[config.mk]
export PLATFORM = sky130hd
export DESIGN_NAME = pht_fifo
export DESIGN_NICKNAME = d
export VERILOG_FILES = /design/src/hdl/pht_pkg.sv /design/src/hdl/pht_fifo.sv
export SDC_FILE = /design/constraint.sdc
export NUM_CORES = 1
export LEC_CHECK = 0
export ABC_AREA = 1
export BUFFER_PORTS_ARGS = -buffer_cell sky130_fd_sc_hd__clkbuf_2
export CORE_AREA = 2 2 231 233
export CTS_CLUSTER_DIAMETER = 150
export DETAILED_ROUTE_END_ITERATION = 8
export DIE_AREA = 0 0 233 235
export PLACE_DENSITY = 0.65
export SYNTH_ARGS = -nofsm -noshare
export SYNTH_HDL_FRONTEND = slang
export SYNTH_SLANG_ARGS = --single-unit
[constraint.sdc]
create_clock -name clock -period 39.1 [get_ports clock]
set_input_delay 0 -clock clock [delete_from_list [all_inputs] [get_ports clock]]
set_output_delay 0 -clock clock [all_outputs]
set_load 0.05 [all_outputs]
[src/hdl/pht_pkg.sv]
// ----------------------------------------------------------------------------
// pht_pkg
// Shared types and widths for the path horizon truncation block.
// ----------------------------------------------------------------------------
package pht_pkg;

   localparam int COORD_FRAC_BITS = 16;
   localparam int RADIUS_W        = 31;
   localparam int RAD_W           = 72;
   localparam int ROOT_W          = RAD_W / 2;
   localparam int DIV_W           = 72;
   localparam int DEN_W           = 35;

   typedef struct packed {
      logic signed [31:0] point_x;
      logic signed [31:0] point_y;
      logic signed [31:0] point_z;
      logic               path_end;
   } req_type;

   typedef struct packed {
      logic signed [31:0] out_x;
      logic signed [31:0] out_y;
      logic signed [31:0] out_z;
      logic               is_cut_point;
      logic               final_point;
   } rsp_type;

   typedef struct packed {
      logic             cut;
      logic             fin;
      logic [2:0][31:0] pt;
      logic [2:0][31:0] prev;
      logic [2:0][31:0] orig;
   } job_type;

   typedef struct packed {
      logic push;
      logic full;
   } qctl_type;

endpackage

[src/hdl/pht_fifo.sv]
// ----------------------------------------------------------------------------
// pht_fifo
// Two-entry job queue between the front and back ends.
// ----------------------------------------------------------------------------
module pht_fifo (
   input  logic             clock,
   input  logic             reset,
   input  logic             push,
   input  pht_pkg::job_type wr_job,
   output logic             full,
   input  logic             pop,
   output logic             not_empty,
   output pht_pkg::job_type rd_job
);

   pht_pkg::job_type mem_ff [2];
   logic             wr_ff;
   logic             rd_ff;
   logic [1:0]       cnt_ff;

   assign full      = (cnt_ff == 2'd2);
   assign not_empty = (cnt_ff != 2'd0);
   assign rd_job    = mem_ff[rd_ff];

   always_ff @(posedge clock) begin
      if (push) begin
         mem_ff[wr_ff] <= wr_job;
      end
   end

   always_ff @(posedge clock) begin
      if (reset) begin
         wr_ff  <= 1'b0;
         rd_ff  <= 1'b0;
         cnt_ff <= 2'd0;
      end else begin
         if (push) begin
            wr_ff <= ~wr_ff;
         end
         if (pop) begin
            rd_ff <= ~rd_ff;
         end
         cnt_ff <= cnt_ff + {1'b0, push} - {1'b0, pop};
      end
   end

endmodule

==> After elaboration in Yosys (flattened, before gate mapping) <==
Memories as Yosys holds them, arrays and structs flattened. A register that Yosys moved wholly into a read port is not among the register bits.
Cells that the tools add are included.
{ "totals": {"ramBits": 580, "mem_count": 1, "inputBits": 294, "reg_bits": 4} }
{ "memory_table": {"columns": ["memory", "depth", "width", "read_ports", "rd_ports_with_merged_regs", "write_ports", "line", "rtl"], "rows": [
  ["mem_ff", 2, 290, 1, 1, 1, "pht_fifo.sv:16", "pht_pkg::job_type mem_ff [2];"]
]} }
{ "classes": {"n_addsub": 2, "n_mux": 4, "bitwise": 2, "n_eq_ne": 1, "reduce_logical": 1} }
{ "op_table": {"columns": ["operator", "n"], "rows": [
  ["1-bit 2-to-1 mux", 4],
  ["2-bit by 1-bit adder with 2-bit output", 1],
  ["2-bit equality test, second input constant", 1],
  ["1-bit NOT", 2],
  ["2-bit nonzero test", 1],
  ["2-bit by 1-bit subtractor with 2-bit output", 1]
]} }

==> Longest topological paths before layout <==
{ "depth": {"word_depth": 3, "depth_mapped": 9, "ltp_nobuf": 9} }

==> Worst setup path after synthesis <==
Ideal clock, no wire load.
{ "synth_path": {"kind": "register -> register", "startpoint": "reg wr_ff", "endpoint": "mem mem_ff[0][0] (netlist bit), enable pin", "path_slack_ps": 25843, "path_stages_with_launch": 2, "n_path_buf": 0, "arrival_time_ps": 12302, "synth_period_minus_slack_ps": 13257, "path_cell_list": "dfxtp_1 nor2_1"} }
{ "synth_rtl": {"columns": ["item", "line", "rtl"], "rows": [
  ["start, declared", "pht_fifo.sv:17", "logic wr_ff;"],
  ["start signal, assigned", "pht_fifo.sv:38", "wr_ff <= ~wr_ff;"],
  ["end, declared", "pht_fifo.sv:16", null]
]} }
Straight into the memory's write port.

==> results.md <==
* Ranking of synthesized cells by area: edfxtp_1, mux2_2, mux2_4, buf_6, buf_2
* CP max FO at 77
* Worst min path class: input pin to flop
* Die W at 233 um
* Yosys cell types at 15
* HPWL Detailed at 32.3 mm
* Fin nets at 2146
* Final ANT Viol Nets at 0
* Via density at 4.70
* CTS sink count at 585
* CP max stage delay at 1010 ps
* CTS tree: done
* Post-synth design cell area at 0.0215 mm2
* Final Cell Area at 0.0301 mm2
* Vias at 12200
* Pin count of the biggest net entering global routing at 163
* Fraction of layout cells with a size suffix above 1 at 0.514
* Synth-to-Final Area Change at 39.8%
* Synth Area in Compound Gates at 0.000233
* DP Area at 0.0252 mm2
* Worst slew pin tran at 1190 ps
* GP Congestion at 0.844
* Global-route wire length before repair at 73.9 mm
* Startpoint Class: flop
* Max-cap violations at 0
* Largest family of logic cells by synthesized area: multiplexers
* H-tree Lvls at 2
* Root buf cell: clkbuf_16
* Drt pass-1 iters at 4
* Die height at 235 um
* Setup CP Type: flop to primary output
* CP max-delay cell: dfxtp_4
* Synth Warn # at 0
* # setup viols final at 0
* Final Skew at 16.2 ps
* DR iter-0 viols at 656
* Status: complete, no violations
* F_max at 0.244 GHz
* Initial antenna violation count at 5
* Final hold vios at 0
* Asr flop ratio synth at 0
* DRC at 0
* Adder-cell share of the synthesized area at 0.00116
* Grt ovf at 0
* Core area at 0.0522 mm2
* DIE AREA at 0.0548 mm2
* Period utilization at 0.105
* Synth Instances at 933
* Synth top area share at 0.810
* Synth Flop Type: edfxtp_1
* Most frequent cell on the critical path: buf_4
* Fin crit period at 4100 ps
* Wire length per cell at 19.3 um
* Worst-path clk slew at 60 ps
* Rel. slew slack at 0.208
* Post-synth EDFFs at 580
* Register area share after synthesis at 0.814
* Worst path arrival time at 4100 ps
* Pins Over Slew Limit at 0
* Gr usage total at 0.177
* Clk Latency, worst-skew pair at 590 ps
* Synth Area in Simple Gates at 0.00256
* Worst path cell trace: buf_4, buf_4, mux2_2, clkbuf_2
* # rows at 84
* Initial Util at 0.412
* Pwr Density at 52.2 mW/mm2
* Fillers at 3848
* Final wirelength at 50.0 mm
* Largest area contributor in the netlist: edfxtp_1
* Post-synthesis xor/xnor area fraction at 0.000407
* Io pins at 586
* Mux contribution to synthesized area at 0.169
* Vias in the first global route at 13000
* Num CTS Buffers at 59
* Crit path capture type: primary output
* Data required, critical path at 39100 ps
* Post-synthesis area per instance at 23.1 um2
* Fin Setup TNS at 0 ps
* Worst VDD drop at 43.8 uV
* Synth Net Count at 1229
* RSZ-0062 raised after global routing: false
* Input/output buffers at 585
* Leakage at 11.7 nW
* FF+latch count, synth at 585
* Maximum clock insertion buffer count at 3
[path summary, 6_finish.rpt]
check | depth (start not counted) | endpoint | startpoint | slack [ps]
worst max register to register | 3 | mem_ff[0][156] | wr_ff | 35770
worst min-delay path | 2 | mem_ff[0][9] | wr_job[9] | 130
worst min register to register | 2 | rd_ff | rd_ff | 530
worst max-delay path | 4 | rd_job[40] | flop | 35000
[registers in the layout (all words and copies together), names as in the netlist, named ones only]
register  count
wr_ff         1
cnt_ff        2
mem_ff      580
rd_ff         1
[Yosys cell counts (2+ instances only)]
library cell,number
mux2_2,190
mux2_4,100
nor2_1,7
dfxtp_1,5
nand2_1,5
buf_2,20
buf_6,11
ha_1,2
edfxtp_1,580
inv_1,8
[where the power goes]
| part | leakage, nW | switching [W] | internal, W |
|---|---|---|---|
| sequential | 5.49 | 0.0000110 | 0.000728 |
| combinational | 5.25 | 0.000180 | 0.0000891 |
| clock | 0.941 | 0.000230 | 0.000330 |
| total | 11.7 | 0.000421 | 0.00115 |
[cell families after synthesis]
group / Yosys count
mux: 290
buf+inv: 40
simple gates: 14
xor+xnor: 1
compound gates: 1
fa+ha+maj: 2
flops: 585
[cell type report]
type	instances	area (um2)	area share
sequential	585	17500	0.583
timing repair buffer	888	5950	0.198
multi-input combinational	308	3740	0.124
clock buffer	69	1510	0.0504
tap	688	861	0.0286
clock inverter	41	429	0.0143
inverter	8	37.5	0.00125
antenna	5	12.5	0.000416
[worst max-delay path, delay by kind of cell, from the launching register on]
family	cells	cell delay, ps
muxes	1	420
DFF	1	1010
buffers and inverters	3	1920
[what timing repair did]
action	in CTS	in global routing
hold buffers	294	0
hold endpoints to repair	594	0
gates resized for setup	0	0
setup buffers	0	0
[layer usage]
layer  vias up  GRT usage  part of all wire
met5         -          0           0.00022
met4         2     0.0722             0.037
met3       104     0.0444             0.073
met2       527      0.309              0.51
met1      5979      0.206              0.38
li1       5570          -                 -
[stage by stage]
| step | utilization | total power [W] | setup WS [ps] | instances | hold slack (ps) |
|---|---|---|---|---|---|
| finish | 0.576 | 0.00157 | 35000 | 2592 | 130 |
| global route | 0.576 | 0.00162 | 34720 | 2591 | 105 |
| CTS | 0.575 | 0.00158 | 34880 | 2587 | 81.1 |
| detailed placement | 0.482 | 0.000998 | 35570 | 2183 | 192 |
| global placement | 0.482 | 0.000995 | 35650 | 2183 | 189 |
| floorplan | - | 0.000944 | 25840 | 933 | 71.2 |
[cells in the final DEF, fill, tap and decap left out, drive strengths merged]
cell type,synthesis,final
ha,2,2
nand3,1,1
clkbuf,0,654
dfxtp,5,5
buf,32,9
nor2,7,7
nand2,5,5
diode,0,5
dlygate4sd3,0,294
bufinv,0,8
nor3,1,1
inv,8,13
mux2,290,290
edfxtp,580,580
xnor2,1,1
clkinvlp,0,5
clkinv,0,23
a21oi,1,1
Power figures use the tool's default switching activity.
